`config.mk`:
```
export PLATFORM = sky130hd
export DESIGN_NAME = power_receiver_fault_monitor
export DESIGN_NICKNAME = d
export VERILOG_FILES = /design/src/prfm_pkg.sv /design/src/power_receiver_fault_monitor.sv /design/src/prfm_cfg_regs.sv /design/src/prfm_in_stage.sv /design/src/prfm_core.sv /design/src/prfm_out_stage.sv
export VERILOG_INCLUDE_DIRS = /design/src /design/src/src
export SDC_FILE = /design/constraint.sdc
export NUM_CORES = 1
export LEC_CHECK = 0
export BUFFER_PORTS_ARGS = -buffer_cell sky130_fd_sc_hd__buf_2
export CORE_MARGIN = 2
export CORE_UTILIZATION = 50
export DETAILED_ROUTE_END_ITERATION = 7
export PLACE_DENSITY_LB_ADDON = 0.3
export SYNTH_ARGS = -nofsm -noshare
export SYNTH_HDL_FRONTEND = slang
export SYNTH_SLANG_ARGS = --single-unit
```
`constraint.sdc`:
```
create_clock -name aclk -period 3.5 [get_ports aclk]
set_input_delay 0.525 -clock aclk [delete_from_list [all_inputs] [get_ports aclk]]
set_output_delay 0.525 -clock aclk [all_outputs]
set_load 0.01 [all_outputs]
```
`src/power_receiver_fault_monitor_assert.svh`:
```
// Assertion macros used by the RTL core (prfm_core).
`ifndef POWER_RECEIVER_FAULT_MONITOR_ASSERT_SVH
`define POWER_RECEIVER_FAULT_MONITOR_ASSERT_SVH

// Same-cycle implication, disabled while reset is asserted.
`define PRFM_ASSERT_SAME(label, clk, rstn, ante, cons, msg) \
    label: assert property (@(posedge clk) disable iff (!(rstn)) (ante) |-> (cons)) \
        else $error(msg);

// Next-cycle implication, disabled while reset is asserted.
`define PRFM_ASSERT_NEXT(label, clk, rstn, ante, cons, msg) \
    label: assert property (@(posedge clk) disable iff (!(rstn)) (ante) |=> (cons)) \
        else $error(msg);

`endif

```
`src/prfm_pkg.sv`:
```
`default_nettype none

package prfm_pkg;

    // Averaging block length; must be a power of two.
    localparam int unsigned SAMPLES_PER_AVERAGE = 16;
    localparam int unsigned PERSIST_WIDTH       = 8;

    localparam int unsigned SAMPLE_W  = 16;
    localparam int unsigned TEMP_W    = 13;
    localparam int unsigned AVG_SHIFT = $clog2(SAMPLES_PER_AVERAGE);
    localparam int unsigned SUM_W     = SAMPLE_W + AVG_SHIFT;
    localparam int unsigned CNT_W     = $clog2(SAMPLES_PER_AVERAGE + 1);

    localparam int unsigned NUM_LANES = 4;
    localparam int unsigned LANE_TEMP   = 0;
    localparam int unsigned LANE_VOLT   = 1;
    localparam int unsigned LANE_CURR   = 2;
    localparam int unsigned LANE_CHARGE = 3;

    localparam logic [PERSIST_WIDTH-1:0] PERSIST_MAX = '1;
    localparam int unsigned PERSIST_LIMIT [NUM_LANES] = '{99, 5, 99, 199};

    localparam int unsigned S_TDATA_W = 48;
    localparam int unsigned S_TUSER_W = 2;
    localparam int unsigned M_TDATA_W = 40;
    localparam int unsigned M_TUSER_W = 1;

    localparam int unsigned CFG_IDX_W  = 3;
    localparam int unsigned CFG_DATA_W = 16;
    localparam logic [CFG_IDX_W-1:0] CFG_IDX_OVERTEMP    = 3'd0;
    localparam logic [CFG_IDX_W-1:0] CFG_IDX_OVERVOLT    = 3'd1;
    localparam logic [CFG_IDX_W-1:0] CFG_IDX_OVERCURRENT = 3'd2;
    localparam logic [CFG_IDX_W-1:0] CFG_IDX_FULL_VOLT   = 3'd3;
    localparam logic [CFG_IDX_W-1:0] CFG_IDX_LOW_CURRENT = 3'd4;

    localparam logic [TEMP_W-1:0]   RST_OVERTEMP    = 13'd1280;
    localparam logic [SAMPLE_W-1:0] RST_OVERVOLT    = 16'd20000;
    localparam logic [SAMPLE_W-1:0] RST_OVERCURRENT = 16'd2000;
    localparam logic [SAMPLE_W-1:0] RST_FULL_VOLT   = 16'd4200;
    localparam logic [SAMPLE_W-1:0] RST_LOW_CURRENT = 16'd50;

    typedef enum logic [1:0] {
        REQ_ADC     = 2'd0,
        REQ_TEMP    = 2'd1,
        REQ_TICK    = 2'd2,
        REQ_CONNECT = 2'd3
    } req_type_t;

    typedef struct packed {
        req_type_t           req_type;
        logic [SAMPLE_W-1:0] voltage_sample;
        logic [SAMPLE_W-1:0] current_sample;
        logic [TEMP_W-1:0]   temp_reading;
        logic                temp_read_ok;
    } in_item_t;

    typedef struct packed {
        logic [NUM_LANES-1:0] alert_flags;
        logic [SAMPLE_W-1:0]  avg_voltage;
        logic [SAMPLE_W-1:0]  avg_current;
        logic                 avg_updated;
    } result_t;

    typedef struct packed {
        logic [TEMP_W-1:0]   overtemp_limit;
        logic [SAMPLE_W-1:0] overvolt_limit;
        logic [SAMPLE_W-1:0] overcurrent_limit;
        logic [SAMPLE_W-1:0] full_voltage_limit;
        logic [SAMPLE_W-1:0] low_current_limit;
    } cfg_t;

endpackage

`default_nettype wire

```
`src/power_receiver_fault_monitor.sv`:
```
// Fault monitor for a wireless power receiver. Each input item is an ADC sample, a
// temperature reading, an alert tick or a connect event (s_tuser), and each yields
// exactly one result item carrying the sticky alert flags and the latest block
// averages. Items are taken at one per clock while the output is not stalled: an
// input register feeds a single pass of update logic into the result register, so a
// result shows on m_tvalid right after the edge at which its item leaves the input
// register, and can be taken at the next edge. s_tready drops only while both
// registers hold an item and m_tready is low. Averages are block sums of
// SAMPLES_PER_AVERAGE samples, truncated. Limits are to be written over the cfg
// port only while no item is in flight; the block itself does not enforce this.
`default_nettype none

module power_receiver_fault_monitor (
    input  wire logic                            aclk,
    input  wire logic                            aresetn,
    // voltage_sample[15:0], current_sample[31:16], temp_reading[44:32],
    // temp_read_ok[45], zero pad [47:46]
    input  wire logic [prfm_pkg::S_TDATA_W-1:0]  s_tdata,
    // req_type[1:0]
    input  wire logic [prfm_pkg::S_TUSER_W-1:0]  s_tuser,
    input  wire logic                            s_tvalid,
    output logic                                 s_tready,
    // alert_flags[3:0], avg_voltage[19:4], avg_current[35:20], zero pad [39:36]
    output logic [prfm_pkg::M_TDATA_W-1:0]       m_tdata,
    // avg_updated[0]
    output logic [prfm_pkg::M_TUSER_W-1:0]       m_tuser,
    output logic                                 m_tvalid,
    input  wire logic                            m_tready,
    input  wire logic                            cfg_wr_en,
    input  wire logic [prfm_pkg::CFG_IDX_W-1:0]  cfg_index,
    input  wire logic [prfm_pkg::CFG_DATA_W-1:0] cfg_wdata
);

    prfm_pkg::cfg_t      cfg;
    prfm_pkg::in_item_t  item;
    prfm_pkg::result_t   result;
    logic                advance;
    logic                fire;

    prfm_cfg_regs u_cfg_regs (
        .aclk    (aclk),
        .aresetn (aresetn),
        .wr_en   (cfg_wr_en),
        .index   (cfg_index),
        .wdata   (cfg_wdata),
        .cfg     (cfg)
    );

    prfm_in_stage u_in_stage (
        .aclk     (aclk),
        .aresetn  (aresetn),
        .s_tvalid (s_tvalid),
        .s_tready (s_tready),
        .s_tdata  (s_tdata),
        .s_tuser  (s_tuser),
        .advance  (advance),
        .fire     (fire),
        .item     (item)
    );

    prfm_core u_core (
        .aclk    (aclk),
        .aresetn (aresetn),
        .fire    (fire),
        .item    (item),
        .cfg     (cfg),
        .result  (result)
    );

    prfm_out_stage u_out_stage (
        .aclk     (aclk),
        .aresetn  (aresetn),
        .result   (result),
        .fire     (fire),
        .advance  (advance),
        .m_tvalid (m_tvalid),
        .m_tready (m_tready),
        .m_tdata  (m_tdata),
        .m_tuser  (m_tuser)
    );

endmodule

`default_nettype wire

```
`src/prfm_cfg_regs.sv`:
```
`default_nettype none

module prfm_cfg_regs (
    input  wire logic                             aclk,
    input  wire logic                             aresetn,
    input  wire logic                             wr_en,
    input  wire logic [prfm_pkg::CFG_IDX_W-1:0]   index,
    input  wire logic [prfm_pkg::CFG_DATA_W-1:0]  wdata,
    output prfm_pkg::cfg_t                        cfg
);

    prfm_pkg::cfg_t cfg_reg;
    prfm_pkg::cfg_t cfg_next;

    always_comb begin
        cfg_next = cfg_reg;
        if (wr_en) begin
            case (index)
                prfm_pkg::CFG_IDX_OVERTEMP:
                    cfg_next.overtemp_limit = wdata[prfm_pkg::TEMP_W-1:0];
                prfm_pkg::CFG_IDX_OVERVOLT:
                    cfg_next.overvolt_limit = wdata[prfm_pkg::SAMPLE_W-1:0];
                prfm_pkg::CFG_IDX_OVERCURRENT:
                    cfg_next.overcurrent_limit = wdata[prfm_pkg::SAMPLE_W-1:0];
                prfm_pkg::CFG_IDX_FULL_VOLT:
                    cfg_next.full_voltage_limit = wdata[prfm_pkg::SAMPLE_W-1:0];
                prfm_pkg::CFG_IDX_LOW_CURRENT:
                    cfg_next.low_current_limit = wdata[prfm_pkg::SAMPLE_W-1:0];
                default: begin
                end
            endcase
        end
    end

    always_ff @(posedge aclk) begin
        if (!aresetn) begin
            cfg_reg.overtemp_limit     <= prfm_pkg::RST_OVERTEMP;
            cfg_reg.overvolt_limit     <= prfm_pkg::RST_OVERVOLT;
            cfg_reg.overcurrent_limit  <= prfm_pkg::RST_OVERCURRENT;
            cfg_reg.full_voltage_limit <= prfm_pkg::RST_FULL_VOLT;
            cfg_reg.low_current_limit  <= prfm_pkg::RST_LOW_CURRENT;
        end else begin
            cfg_reg <= cfg_next;
        end
    end

    assign cfg = cfg_reg;

endmodule

`default_nettype wire

```
`src/prfm_in_stage.sv`:
```
`default_nettype none

module prfm_in_stage (
    input  wire logic                            aclk,
    input  wire logic                            aresetn,
    input  wire logic                            s_tvalid,
    output logic                                 s_tready,
    input  wire logic [prfm_pkg::S_TDATA_W-1:0]  s_tdata,
    input  wire logic [prfm_pkg::S_TUSER_W-1:0]  s_tuser,
    input  wire logic                            advance,
    output logic                                 fire,
    output prfm_pkg::in_item_t                   item
);

    logic               valid_reg;
    logic               valid_next;
    prfm_pkg::in_item_t item_reg;
    prfm_pkg::in_item_t item_in;
    logic               accept;

    always_comb begin
        item_in.req_type       = prfm_pkg::req_type_t'(s_tuser);
        item_in.voltage_sample = s_tdata[15:0];
        item_in.current_sample = s_tdata[31:16];
        item_in.temp_reading   = s_tdata[44:32];
        item_in.temp_read_ok   = s_tdata[45];
    end

    assign s_tready = !valid_reg || advance;
    assign accept   = s_tvalid && s_tready;
    assign fire     = valid_reg && advance;

    always_comb begin
        if (accept) begin
            valid_next = 1'b1;
        end else if (advance) begin
            valid_next = 1'b0;
        end else begin
            valid_next = valid_reg;
        end
    end

    always_ff @(posedge aclk) begin
        if (!aresetn) begin
            valid_reg <= 1'b0;
        end else begin
            valid_reg <= valid_next;
        end
    end

    always_ff @(posedge aclk) begin
        if (accept) begin
            item_reg <= item_in;
        end
    end

    assign item = item_reg;

endmodule

`default_nettype wire

```
`src/prfm_core.sv`:
```
`default_nettype none
`include "power_receiver_fault_monitor_assert.svh"

module prfm_core (
    input  wire logic                aclk,
    input  wire logic                aresetn,
    input  wire logic                fire,
    input  wire prfm_pkg::in_item_t  item,
    input  wire prfm_pkg::cfg_t      cfg,
    output prfm_pkg::result_t        result
);

    localparam int unsigned SUM_W = prfm_pkg::SUM_W;
    localparam int unsigned CNT_W = prfm_pkg::CNT_W;
    localparam int unsigned SMP_W = prfm_pkg::SAMPLE_W;
    localparam int unsigned PW    = prfm_pkg::PERSIST_WIDTH;
    localparam int unsigned NL    = prfm_pkg::NUM_LANES;

    logic [SUM_W-1:0]           vsum_reg, vsum_next;
    logic [SUM_W-1:0]           isum_reg, isum_next;
    logic [CNT_W-1:0]           count_reg, count_next;
    logic [SMP_W-1:0]           vavg_reg, vavg_next;
    logic [SMP_W-1:0]           iavg_reg, iavg_next;
    logic [prfm_pkg::TEMP_W-1:0] temp_slot_reg [2];
    logic [prfm_pkg::TEMP_W-1:0] temp_slot_next [2];
    logic                       slot_sel_reg, slot_sel_next;
    logic [PW-1:0]              persist_cnt_reg [NL];
    logic [PW-1:0]              persist_cnt_next [NL];
    logic [PW-1:0]              cnt_bump [NL];
    logic [NL-1:0]              alerts_reg, alerts_next;
    logic [NL-1:0]              hit;
    logic [SUM_W-1:0]           vsum_add, isum_add;
    logic [CNT_W-1:0]           count_inc;
    logic                       avg_done;
    logic                       updated;

    assign count_inc = count_reg + CNT_W'(1);
    assign avg_done  = (count_inc >= CNT_W'(prfm_pkg::SAMPLES_PER_AVERAGE));
    assign vsum_add  = vsum_reg + SUM_W'(item.voltage_sample);
    assign isum_add  = isum_reg + SUM_W'(item.current_sample);

    always_comb begin
        hit[prfm_pkg::LANE_TEMP] =
            ($signed(temp_slot_reg[0]) > $signed(cfg.overtemp_limit)) ||
            ($signed(temp_slot_reg[1]) > $signed(cfg.overtemp_limit));
        hit[prfm_pkg::LANE_VOLT]   = vavg_reg > cfg.overvolt_limit;
        hit[prfm_pkg::LANE_CURR]   = iavg_reg > cfg.overcurrent_limit;
        hit[prfm_pkg::LANE_CHARGE] = (vavg_reg > cfg.full_voltage_limit) &&
                                     (iavg_reg < cfg.low_current_limit);
        for (int i = 0; i < NL; i++) begin
            cnt_bump[i] = (persist_cnt_reg[i] == prfm_pkg::PERSIST_MAX) ?
                          persist_cnt_reg[i] : persist_cnt_reg[i] + PW'(1);
        end
    end

    always_comb begin
        vsum_next      = vsum_reg;
        isum_next      = isum_reg;
        count_next     = count_reg;
        vavg_next      = vavg_reg;
        iavg_next      = iavg_reg;
        temp_slot_next = temp_slot_reg;
        slot_sel_next  = slot_sel_reg;
        persist_cnt_next = persist_cnt_reg;
        alerts_next    = alerts_reg;
        updated        = 1'b0;
        case (item.req_type)
            prfm_pkg::REQ_ADC: begin
                if (avg_done) begin
                    vavg_next  = vsum_add[SUM_W-1 -: SMP_W];
                    iavg_next  = isum_add[SUM_W-1 -: SMP_W];
                    vsum_next  = '0;
                    isum_next  = '0;
                    count_next = '0;
                    updated    = 1'b1;
                end else begin
                    vsum_next  = vsum_add;
                    isum_next  = isum_add;
                    count_next = count_inc;
                end
            end
            prfm_pkg::REQ_TEMP: begin
                if (item.temp_read_ok) begin
                    temp_slot_next[slot_sel_reg] = item.temp_reading;
                end
                slot_sel_next = !slot_sel_reg;
            end
            prfm_pkg::REQ_TICK: begin
                for (int i = 0; i < NL; i++) begin
                    if (hit[i]) begin
                        persist_cnt_next[i] = cnt_bump[i];
                        if (cnt_bump[i] > PW'(prfm_pkg::PERSIST_LIMIT[i])) begin
                            alerts_next[i] = 1'b1;
                        end
                    end
                end
            end
            prfm_pkg::REQ_CONNECT: begin
                for (int i = 0; i < NL; i++) begin
                    persist_cnt_next[i] = '0;
                end
            end
            default: begin
            end
        endcase
    end

    always_ff @(posedge aclk) begin
        if (!aresetn) begin
            vsum_reg      <= '0;
            isum_reg      <= '0;
            count_reg     <= '0;
            vavg_reg      <= '0;
            iavg_reg      <= '0;
            temp_slot_reg <= '{default: '0};
            slot_sel_reg  <= 1'b0;
            persist_cnt_reg <= '{default: '0};
            alerts_reg    <= '0;
        end else if (fire) begin
            vsum_reg      <= vsum_next;
            isum_reg      <= isum_next;
            count_reg     <= count_next;
            vavg_reg      <= vavg_next;
            iavg_reg      <= iavg_next;
            temp_slot_reg <= temp_slot_next;
            slot_sel_reg  <= slot_sel_next;
            persist_cnt_reg <= persist_cnt_next;
            alerts_reg    <= alerts_next;
        end
    end

    always_comb begin
        result.alert_flags = alerts_next;
        result.avg_voltage = vavg_next;
        result.avg_current = iavg_next;
        result.avg_updated = updated;
    end

    `PRFM_ASSERT_NEXT(a_alerts_sticky, aclk, aresetn, 1'b1,
        (alerts_reg & $past(alerts_reg)) == $past(alerts_reg),
        "sticky alert bit cleared")
    `PRFM_ASSERT_NEXT(a_alerts_only_on_tick, aclk, aresetn,
        !(fire && item.req_type == prfm_pkg::REQ_TICK),
        alerts_reg == $past(alerts_reg), "alert changed outside a tick")
    `PRFM_ASSERT_NEXT(a_avg_restarts_block, aclk, aresetn,
        fire && item.req_type == prfm_pkg::REQ_ADC && avg_done,
        count_reg == '0 && vsum_reg == '0 && isum_reg == '0,
        "averaging block not restarted")
    `PRFM_ASSERT_NEXT(a_connect_clears, aclk, aresetn,
        fire && item.req_type == prfm_pkg::REQ_CONNECT,
        persist_cnt_reg[0] == '0 && persist_cnt_reg[1] == '0 &&
        persist_cnt_reg[2] == '0 && persist_cnt_reg[3] == '0,
        "connect left a counter running")

endmodule

`default_nettype wire

```
`src/prfm_out_stage.sv`:
```
`default_nettype none

module prfm_out_stage (
    input  wire logic                            aclk,
    input  wire logic                            aresetn,
    input  wire prfm_pkg::result_t               result,
    input  wire logic                            fire,
    output logic                                 advance,
    output logic                                 m_tvalid,
    input  wire logic                            m_tready,
    output logic [prfm_pkg::M_TDATA_W-1:0]       m_tdata,
    output logic [prfm_pkg::M_TUSER_W-1:0]       m_tuser
);

    logic              valid_reg;
    logic              valid_next;
    prfm_pkg::result_t result_reg;

    assign advance = !valid_reg || m_tready;

    always_comb begin
        if (fire) begin
            valid_next = 1'b1;
        end else if (m_tready) begin
            valid_next = 1'b0;
        end else begin
            valid_next = valid_reg;
        end
    end

    always_ff @(posedge aclk) begin
        if (!aresetn) begin
            valid_reg <= 1'b0;
        end else begin
            valid_reg <= valid_next;
        end
    end

    always_ff @(posedge aclk) begin
        if (fire) begin
            result_reg <= result;
        end
    end

    assign m_tvalid = valid_reg;
    assign m_tdata  = {4'b0000, result_reg.avg_current, result_reg.avg_voltage,
                       result_reg.alert_flags};
    assign m_tuser  = result_reg.avg_updated;

endmodule

`default_nettype wire

```
Word-level counts from Yosys, hierarchy flattened
Index checks and enable logic that the tools add are counted.
{"block": "classes", "addsub": 7, "n_lt_le_gt_ge": 13, "n_eq_ne": 15, "mux": 33, "bitwise": 1, "reduce_logical": 27}
{"cell": "16-bit two-way mux", "n": 4}
{"cell": "8-bit two-way mux", "n": 8}
{"cell": "32-bit case mux with 2 select lines", "n": 1}
{"cell": "16-bit greater-than comparator", "n": 3}
{"cell": "20-bit by 16-bit adder with 20-bit output", "n": 2}
{"cell": "20-bit two-way mux", "n": 2}
{"cell": "8-bit by 1-bit adder with 8-bit output (second input constant)", "n": 4}
{"cell": "8-bit equality test (second input constant)", "n": 4}
{"cell": "26-bit bitwise mux", "n": 1}
{"cell": "13-bit greater-than comparator", "n": 2}
{"cell": "8-bit by 7-bit greater-than comparator with 1-bit output (second input constant)", "n": 2}
{"cell": "16-bit less-than comparator", "n": 1}
{"cell": "3-bit AND reduction", "n": 5}
{"cell": "2-bit AND reduction", "n": 7}
{"cell": "13-bit demux with 1-bit select", "n": 1}
{"cell": "1-bit two-way mux", "n": 13}
{"cell": "13-bit two-way mux", "n": 1}
{"cell": "8-bit by 3-bit greater-than comparator with 1-bit output (second input constant)", "n": 1}
{"cell": "8-bit greater-than comparator (second input constant)", "n": 1}
{"cell": "2-bit by 1-bit != test with 1-bit output (second input constant)", "n": 4}
{"cell": "3-bit by 2-bit equality test with 1-bit output (second input constant)", "n": 2}
{"cell": "2-bit nonzero test", "n": 3}
{"cell": "5-bit by 1-bit adder with 5-bit output (second input constant)", "n": 1}
{"cell": "5-bit >= comparator (second input constant)", "n": 1}
{"cell": "other kinds (14)", "n": 22}
{"block": "word_totals", "ff_bits": 304, "in_bits": 74, "output_inout_bits": 43}

Longest topological paths before layout
Gate-level depths: netlist of run 1.
{"block": "depth", "depth_word": 6, "mapped_depth": 11, "depth_no_buf": 10}

Hierarchy
A second synthesis of run 1 with hierarchy kept.
{"block": "unflattened", "hier_cells": 1632, "hier_area_um2": 15652.5}
{"module": "prfm_core", "n_inst": 1, "cells_each": 1244, "area_each_um2": 9974.6, "seq_area_each_um2": 2802.7}
{"module": "prfm_cfg_regs", "n_inst": 1, "cells_each": 288, "area_each_um2": 2977.9, "seq_area_each_um2": 1541.5}
{"module": "prfm_in_stage", "n_inst": 1, "cells_each": 54, "area_each_um2": 1506.4, "seq_area_each_um2": 1461.4}
{"module": "prfm_out_stage", "n_inst": 1, "cells_each": 46, "area_each_um2": 1193.6, "seq_area_each_um2": 1131.1}

Least setup slack after synthesis of run 1
OpenSTA, ideal clock, no wires.
{"block": "synth_timing", "path_type": "input to register", "start": "in m_tready", "end": "reg u_core.iavg_reg[12]", "arrival_time_ns": 2.809, "path_slack_ns": 0.576, "cell_stages": 10, "cell_sequence": "nor2b_1 -> nand2b_1 -> buf_2 -> inv_2 -> clkbuf_1 -> nand2_1 -> clkbuf_1 -> nand2_1 -> o21ai_1 -> and2_1"}
{"block": "synth_via", "elab_chain_cells": 2}
{"element": "start: declaration", "line_no": "power_receiver_fault_monitor.sv:28", "text": "input wire logic m_tready,"}
{"element": "1-bit logical OR", "line_no": "prfm_out_stage.sv:19", "text": "assign advance = !valid_reg || m_tready;"}
{"element": "1-bit logical AND", "line_no": "prfm_in_stage.sv:31", "text": "assign fire = valid_reg && advance;"}
{"element": "named net fire", "line_no": "power_receiver_fault_monitor.sv:38", "text": "logic fire;"}
{"element": "end signal: assignment", "line_no": "prfm_core.sv:124", "text": "iavg_reg <= iavg_next;"}
{"element": "end: declaration", "line_no": "prfm_core.sv:23", "text": "logic [SMP_W-1:0] iavg_reg, iavg_next;"}
The timed path passes the listed nets, and every way through them passes these cells.
A chain may end at the register's enable or synchronous reset.

==> flow_metrics.tcl, run 1 <==
set metrics [dict create \
    status "complete, no violations" \
    port_buffers 110 \
    p_leak_nw 7.32 \
    hp-class "in -> reg" \
    post-route-min-period_ns 2.92 \
    seq_area_frac_synth 0.453 \
    slowest_delay_ns 0.43 \
    p_per_area_nw_per_um2 462 \
    multi_input_area_sq_um 7700 \
    start_util 0.504 \
    cts_sinks 304 \
    skew_ns 0.0233 \
    seq_area_sq_um 6940 \
    drc 0 \
    path_max_fanout 2 \
    slew_violations 0 \
    synth_ff_type "dfxtp_1" \
    antenna_found_initial 0 \
    critPathKind "reg -> reg" \
    dr.pass1.iters 5 \
    avgViaCountPerCell 5.69 \
    cts_hold_buf 0 \
    rsz0062_at_grt "false" \
    globalRouteOverflowTotal 0 \
    place_hpwl_mm 27.2 \
    gp_congestion 0.898 \
    min_period_over_period 0.835 \
    synthCells 1700 \
    first_iter_violations 925 \
    std_cell_rows 64 \
    cp.required_ns 3.79 \
    cts.clk_slew.worst_paths_ns 0.06 \
    routedWlPerCell_microns 17.1 \
    ys_ff_latch 304 \
    path_buf_inv 0 \
    grt_pass1_vias 11800 \
    final_cell_mix "296 x nand2_1, 219 x dfxtp_1, 149 x a21oi_1" \
    maxSlewHeadroom 0.258 \
    fin_setup_tns_ns 0 \
    die_x_microns 179 \
    crit_path_start_kind "register" \
    place_inst 2152 \
    track_usage 0.240 \
    post_cts_buffers 0 \
    layout-drive-gt1-share 0.113 \
    cts_tree "built" \
    clockBufferDepth 3 \
    die_y_microns 179 \
    worst_pin_slew_ns 1.11 \
    cpLargestDelayFamily "compound AO/OA/AOI/OAI gates" \
    cts-resized-gates 0 \
    htree_levels 2 \
    ant_nets 0 \
    synth_area_sq_um 15300 \
    synth_warnings 0 \
    cts_made_buffers 35 \
    wirelength_mm 37.9 \
    nFillCells 2692 \
    clock_latency_ns 0.54 \
    async_reset_ff_frac 0 \
    endpoint_kind "register" \
    grt_first_pass_wirelength_mm 60.9 \
    layout_commonest_cell "nand2_1" \
    largest_register_ffs 77 \
    path_cells "ha_1 -> a211oi_1 -> nor2_1 -> o31ai_1 -> nand2_1 -> a31oi_1 -> mux2i_1 -> nand2_1 -> mux2_2" \
    cp_common_cell "nand2_1" \
    vias 12600 \
    io_pins 117 \
    yosysUniqueCellTypes 82 \
    antenna_cells 0 \
    timing.fmax_mhz 342 \
    grt_max_degree 63 \
    cp_slowest_cell "edfxtp_1" \
    fin_cells 2214 \
    setup_viol 0 \
    ir_worst_vdd_uv 448 \
    synthToLayoutAreaGrowth_pct 13.5 \
    core-area_sq_um 30300 \
    cp.arrival_ns 3.21 \
    layout.nets 1995 \
    syn_area_per_cell_sq_um 9.01 \
    synth_edf_count 85 \
    hold_viol 0 \
    maxCapViolations 0 \
    dieArea_sq_um 32000 \
    cts-root-buf "clkbuf_16" \
]
[worst register-to-register path, cell delays in order (launching register included)]
cell	delay [ns]
edfxtp_1	0.43
ha_1	0.33
a211oi_1	0.29
nor2_1	0.12
o31ai_1	0.33
nand2_1	0.12
a31oi_1	0.33
mux2i_1	0.33
nand2_1	0.12
mux2_2	0.30
[stage by stage]
step | setup WS (ns) | util | hold WS [ns] | total power, W | cell area [sq um]
global placement | 0.645 | 0.534 | 0.425 | 0.00435 | 16200
global route | 0.343 | 0.573 | 0.143 | 0.00829 | 17400
floorplan | 0.576 | - | 0.416 | 0.00416 | 15300
CTS | 0.589 | 0.573 | 0.142 | 0.00808 | 17400
detailed placement | 0.607 | 0.534 | 0.448 | 0.00436 | 16200
finish | 0.578 | 0.573 | 0.158 | 0.00803 | 17400
[area by class of cell]
type | count | share of cell area
Multi-Input combinational cell | 1227 | 0.443
Sequential cell | 304 | 0.399
Clock inverter | 20 | 0.0132
Tap cell | 396 | 0.0285
Clock buffer | 42 | 0.0542
Inverter | 94 | 0.0204
Timing Repair Buffer | 131 | 0.0415
[where the power goes]
part           internal, W  switching [W]  total, W
Sequential         0.00371      0.0000469   0.00376
Clock              0.00223        0.00150   0.00373
Combinational     0.000183       0.000357  0.000539
Total              0.00613        0.00190   0.00803
[worst paths after layout]
check	start	end	slack [ns]	depth (start not counted)
worst max-delay path	u_in_stage.item[31]	u_out_stage.m_tdata[15]	0.58	9
worst min-delay path	s_tdata[25]	u_in_stage.item[23]	0.16	1
worst max register to register	u_in_stage.item[31]	u_out_stage.m_tdata[15]	0.58	9
worst min register to register	u_cfg_regs.cfg[56]	u_cfg_regs.cfg[56]	0.45	2
[cell families (layout without fill, tap and decap cells)]
kind of cell,after synthesis,in the layout,synth area share
flip-flops,304,304,0.453
multiplexers,32,32,0.0212
XOR/XNOR,36,36,0.0206
AO/OA/AOI/OAI,420,420,0.177
other,1,4,0.000245
buffers and inverters,172,287,0.0445
adder cells (fa/ha/maj),128,128,0.106
AND/OR/NAND/NOR,607,607,0.178
[routing by layer]
metal	wire [microns]	GRT usage	part of all wire
met3	2450	0.0392	0.065
met1	17300	0.335	0.46
met5	0	0	0
met4	1300	0.0884	0.034
met2	16800	0.376	0.44
[cell usage after synthesis (7+ instances only)]
cell / n / area (sq um)
nand2_1: 296 / 1110
dfxtp_1: 219 / 4380
a21oi_1: 149 / 746
nor2_1: 135 / 507
ha_1: 126 / 1580
inv_1: 91 / 342
edfxtp_1: 85 / 2550
clkbuf_1: 59 / 221
o21ai_1: 54 / 270
a21o_1: 40 / 300
o211ai_1: 35 / 263
nand3_1: 33 / 165
mux2i_1: 29 / 290
nand4_1: 24 / 150
xor2_1: 23 / 201
and3_1: 20 / 125
a22oi_1: 19 / 143
nor3_1: 19 / 95.1
a31oi_1: 16 / 100
a211oi_1: 14 / 105
o21ai_0: 14 / 70.1
nor2b_1: 13 / 81.3
xnor2_1: 13 / 114
buf_2: 11 / 55.1
a22o_1: 10 / 87.6
or3_1: 10 / 62.6
nand2b_1: 8 / 50.1
nor4_1: 8 / 50.1
and2_1: 7 / 43.8
nor4b_1: 7 / 61.3
o21a_1: 7 / 52.6
o21bai_1: 7 / 52.6
o31ai_1: 7 / 52.6
Note: power is estimated with default switching activity, not from simulation.
==> run 2, diff against run 1 <==
==> constraint.sdc (replaced) <==
create_clock -name aclk -period 2.8 [get_ports aclk]
set_input_delay 0.42 -clock aclk [delete_from_list [all_inputs] [get_ports aclk]]
set_output_delay 0.42 -clock aclk [all_outputs]
set_load 0.01 [all_outputs]
==> run 2 against run 1 <==
- worst hold slack got worse by 0.084 ns
- routed wire length rose by 0.94%
- largest power group unchanged
- combinational power grew 29%
- critical endpoint is now u_out_stage.m_tdata[31]
- count of clock-buffer cells in the layout is 3 higher
- highest routed layer unchanged
- die area did not move
==> flow_metrics.tcl, run 2 (same netlist as run 1, synthesis figures left out) <==
set metrics [dict create \
    post-route-min-period_ns 2.66 \
    die_y_microns 179 \
    final_cell_mix "296 x nand2_1, 219 x dfxtp_1, 149 x a21oi_1" \
    antenna_cells 0 \
    first_iter_violations 869 \
    cts_tree "built" \
    worst_pin_slew_ns 0.724 \
    p_per_area_nw_per_um2 570 \
    holdPathEnd "u_in_stage.item[29]" \
    placed_area_sq_um 16400 \
    wirelength_mm 38.2 \
    cp.arrival_ns 2.93 \
    ir_worst_vdd_uv 469 \
    grt_pass1_vias 11900 \
    routedWlPerCell_microns 17.1 \
    track_usage 0.238 \
    clockBufferDepth 3 \
    grt_first_pass_wirelength_mm 60.6 \
    synthToLayoutAreaGrowth_pct 15.4 \
    switching_power_w 0.00233 \
    antenna_found_initial 0 \
    holdCritStartpoint "s_tdata[31]" \
    htree_levels 2 \
    die_x_microns 179 \
    drc 0 \
    gp_congestion 0.893 \
    path_max_fanout 2 \
    layout.nets 2017 \
    setup_slack_ns 0.140 \
    fin_area_sq_um 17700 \
    maxSlewHeadroom 0.517 \
    layout-drive-gt1-share 0.130 \
    port_buffers 110 \
    ant_nets 0 \
    cts_made_buffers 34 \
    holdWs_ns 0.0739 \
    r2r-end "u_out_stage.m_tdata[31]" \
    grt_max_degree 50 \
    largest_register_ffs 77 \
    cts_sinks 304 \
    hp-class "in -> reg" \
    vias 12600 \
    r2r_cells 9 \
    globalRouteOverflowTotal 0 \
    endpoint_kind "register" \
    hold_viol 0 \
    r2r_slack_ns 0.14 \
    place_ws_ns 0.00664 \
    swShare 0.231 \
    status "complete, no violations" \
    place_hpwl_mm 27.7 \
    critPathKind "reg -> reg" \
    setup_viol 0 \
    maxCapViolations 0 \
    layout_commonest_cell "nand2_1" \
    core-area_sq_um 30300 \
    power_w 0.0101 \
    std_cell_rows 64 \
    dr.pass1.iters 7 \
    p_leak_nw 7.43 \
    skew_ns 0.0160 \
    cts.clk_slew.worst_paths_ns 0.06 \
    crit_path_start_kind "register" \
    slew_violations 0 \
    cts-root-buf "clkbuf_16" \
    dieArea_sq_um 32000 \
    seq_power_share 0.466 \
    p_int_w 0.00775 \
    combPwrFrac 0.069 \
    rsz0062_at_grt "true" \
    holdPathStages 1 \
    timing.fmax_mhz 376 \
    cp.required_ns 3.07 \
    io_pins 117 \
    cts_hold_buf 0 \
    timing.rr.start "u_in_stage.item[15]" \
    clockPowerShare 0.465 \
    clock_latency_ns 0.52 \
    min_period_over_period 0.950 \
    start_util 0.504 \
    avgViaCountPerCell 5.64 \
    startpoint "u_in_stage.item[15]" \
]
[run 2: layout make-up]
cell class                      count  area [sq um]
Tap cell                          396           495
Fill cell                        2573         12700
Multi-Input combinational cell   1227          7810
Timing Repair Buffer              154           891
Clock inverter                     17           224
Inverter                           94           355
Clock buffer                       45           953
Sequential cell                   304          6940
[run 2: metrics by stage]
stage / TNS, ns / cells / util
floorplan: 0 / 1703 / -
finish: 0 / 2237 / 0.582
detailed placement: 0 / 2173 / 0.539
global placement: -0.0210 / 2173 / 0.539
global route: -0.0397 / 2237 / 0.582
CTS: 0 / 2235 / 0.578
[run 2: worst max-delay path by stage]
stage | slack [ns] | cells after the start | end
floorplan | 0.30 | 9 | u_out_stage.m_tdata[15]
global placement | -0.02 | 10 | u_out_stage.m_tdata[15]
detailed placement | 0.007 | 10 | u_out_stage.m_tdata[15]
CTS | 0.01 | 9 | u_out_stage.m_tdata[31]
global route | -0.03 | 10 | u_out_stage.m_tdata[15]
finish | 0.14 | 9 | u_out_stage.m_tdata[31]
[run 2: routing by layer]
metal  up-vias  global-route usage  wire, microns
met2       344               0.399          17900
met5         -                   0              0
met1      5929               0.316          17100
met4         0              0.0738           1060
met3        69              0.0380           2220
li1       6282                   -              -
[run 2: worst max-delay path: stages (launching register included)]
cell and delay [ns]:
edfxtp_1 0.43, ha_1 0.36, a211oi_2 0.23, nor2_1 0.11, o31ai_2 0.22, nand2_1 0.13
a31oi_2 0.28, mux2i_1 0.29, nand2_1 0.10, mux2_2 0.28
[run 2: what timing repair did]
item                                   CTS  global route
pin swaps                                0             3
endpoints found under the hold margin    0             0
setup buffers                            0             2
gates resized for setup                  1            16
setup endpoints to repair                1            22
[run 2: power by group through the flow]
stage               registers, W  logic (W)  clock network (W)
finish                   0.00470   0.000694            0.00469
global route             0.00470   0.000772            0.00492
CTS                      0.00470   0.000683            0.00476
detailed placement       0.00479   0.000678                  0
global placement         0.00479   0.000664                  0
floorplan                0.00478   0.000419                  0
==> run 3, diff against run 2 <==
==> constraint.sdc (replaced) <==
create_clock -name aclk -period 2.8 [get_ports aclk]
set_input_delay 0.14 -clock aclk [delete_from_list [all_inputs] [get_ports aclk]]
set_output_delay 0.14 -clock aclk [all_outputs]
set_load 0.01 [all_outputs]
==> run 3 against run 2 <==
- worst setup slack worse by 0.016 ns
- critical endpoint unchanged
- register-to-register slack got worse by 0.02 ns
- critical path depth stayed put
- largest power group unchanged
- sequential share of layout area down 1.3 points
==> flow_metrics.tcl, run 3 (same netlist as run 1, synthesis figures left out) <==
set metrics [dict create \
    status "complete, no violations" \
    largest_register_ffs 77 \
    holdPathEnd "u_cfg_regs.cfg[74]" \
    multi_input_area_sq_um 7840 \
    holdCritStartpoint "aresetn" \
    crit_path_start_kind "register" \
    holdPathStages 3 \
    grt_max_degree 51 \
    die_y_microns 179 \
    post-route-min-period_ns 2.68 \
    critPathKind "reg -> reg" \
    drc 0 \
    seq_area_sq_um 6940 \
    cts_tree "built" \
    cp.arrival_ns 2.95 \
    setup_slack_ns 0.123 \
    htree_levels 2 \
    layout.nets 2082 \
    dieArea_sq_um 32000 \
    grt_first_pass_wirelength_mm 63.6 \
    ant_nets 0 \
    placed_area_sq_um 16400 \
    port_buffers 110 \
    rsz0062_at_grt "true" \
    wirelength_mm 39.8 \
    cts_sinks 304 \
    core-area_sq_um 30300 \
    place_ws_ns -0.0187 \
    globalRouteOverflowTotal 0 \
    cts_made_buffers 35 \
    final_util 0.602 \
    dr.pass1.iters 5 \
    hp-class "in -> reg" \
    final_cell_mix "296 x nand2_1, 219 x dfxtp_1, 148 x a21oi_1" \
    worst_pin_slew_ns 0.764 \
    skew_ns 0.0132 \
    gp_congestion 0.889 \
    nFillCells 2557 \
    setup_viol 0 \
    min_period_over_period 0.956 \
    ir_worst_vdd_uv 643 \
    r2r-end "u_out_stage.m_tdata[31]" \
    std_cell_rows 64 \
    cp.required_ns 3.07 \
    place_inst 2169 \
    clockBufferDepth 3 \
    r2r_slack_ns 0.12 \
    r2r_cells 9 \
    timing.rr.start "u_in_stage.item[15]" \
    routedWlPerCell_microns 17.3 \
    io_pins 117 \
    start_util 0.504 \
    path_max_fanout 2 \
    vias 12900 \
    endpoint_kind "register" \
    track_usage 0.249 \
    fin_cells 2303 \
    die_x_microns 179 \
    p_leak_nw 7.69 \
    slew_violations 0 \
    cts-root-buf "clkbuf_16" \
    synthToLayoutAreaGrowth_pct 19.3 \
    p_per_area_nw_per_um2 536 \
    clock_latency_ns 0.52 \
    hold_viol 0 \
    avgViaCountPerCell 5.62 \
    antenna_found_initial 0 \
    antenna_cells 0 \
    layout-drive-gt1-share 0.128 \
    maxSlewHeadroom 0.491 \
    first_iter_violations 915 \
    timing.fmax_mhz 374 \
    maxCapViolations 0 \
    place_hpwl_mm 28.0 \
    grt_pass1_vias 12500 \
    fin_area_sq_um 18300 \
    cts.clk_slew.worst_paths_ns 0.06 \
    fin_setup_tns_ns 0 \
    layout_commonest_cell "nand2_1" \
]
run 3: final cells by class:
type / instances / share of cell area
Clock inverter: 20 / 0.00671
Clock buffer: 44 / 0.0526
Timing Repair Buffer: 218 / 0.0856
Inverter: 94 / 0.0194
Sequential cell: 304 / 0.380
Tap cell: 396 / 0.0271
Multi-Input combinational cell: 1227 / 0.429
run 3: per-layer routing:
| metal | global-route usage | wire length (microns) | vias to the layer above | share of wire |
|---|---|---|---|---|
| met5 | 0 | 0 | - | 0 |
| met3 | 0.0373 | 2250 | 84 | 0.057 |
| li1 | - | - | 6409 | - |
| met4 | 0.0945 | 1330 | 0 | 0.034 |
| met1 | 0.332 | 17600 | 6093 | 0.44 |
| met2 | 0.409 | 18600 | 362 | 0.47 |
run 3: stage by stage:
stage	hold slack, ns	total power [W]
floorplan	0.239	0.00520
global placement	0.316	0.00545
detailed placement	0.318	0.00547
CTS	0.0780	0.00983
global route	0.0996	0.0101
finish	0.101	0.00979
run 3: how the worst max path moves through the flow:
| stage | endpoint | from | slack [ns] |
|---|---|---|---|
| 6_report | u_out_stage.m_tdata[31] | u_in_stage.item[15] | 0.12 |
| 5_1_grt | u_out_stage.m_tdata[31] | u_in_stage.item[15] | -0.04 |
| 4_1_cts | u_out_stage.m_tdata[31] | u_in_stage.item[15] | 0.002 |
| 3_5_place_dp | u_out_stage.m_tdata[15] | u_in_stage.item[31] | -0.02 |
| 3_3_place_gp | u_out_stage.m_tdata[15] | u_in_stage.item[31] | -0.03 |
| 2_1_floorplan | u_out_stage.m_tdata[15] | u_in_stage.item[31] | 0.30 |
run 3: what timing repair did:
| item | 4_1_cts | 5_1_grt |
|---|---|---|
| gates resized for setup | 2 | 20 |
| pin swaps | 0 | 4 |
| hold endpoints to repair | 124 | 0 |
| buffers inserted | 0 | 3 |
| setup endpoints to repair | 2 | 27 |
| hold buffers | 67 | 0 |
run 3: worst max-delay path, cell delays in order, from the launching register on:
cell and delay (ns):
edfxtp_1 0.42, ha_1 0.35, a211oi_2 0.25, nor2_1 0.11, o31ai_2 0.23, nand2_1 0.12, a31oi_2 0.28, mux2i_2 0.28
nand2_1 0.10, mux2_2 0.28
run 3: power breakdown:
group	internal [W]	switching, W
clock	0.00246	0.00185
sequential	0.00464	0.0000582
combinational	0.000307	0.000477
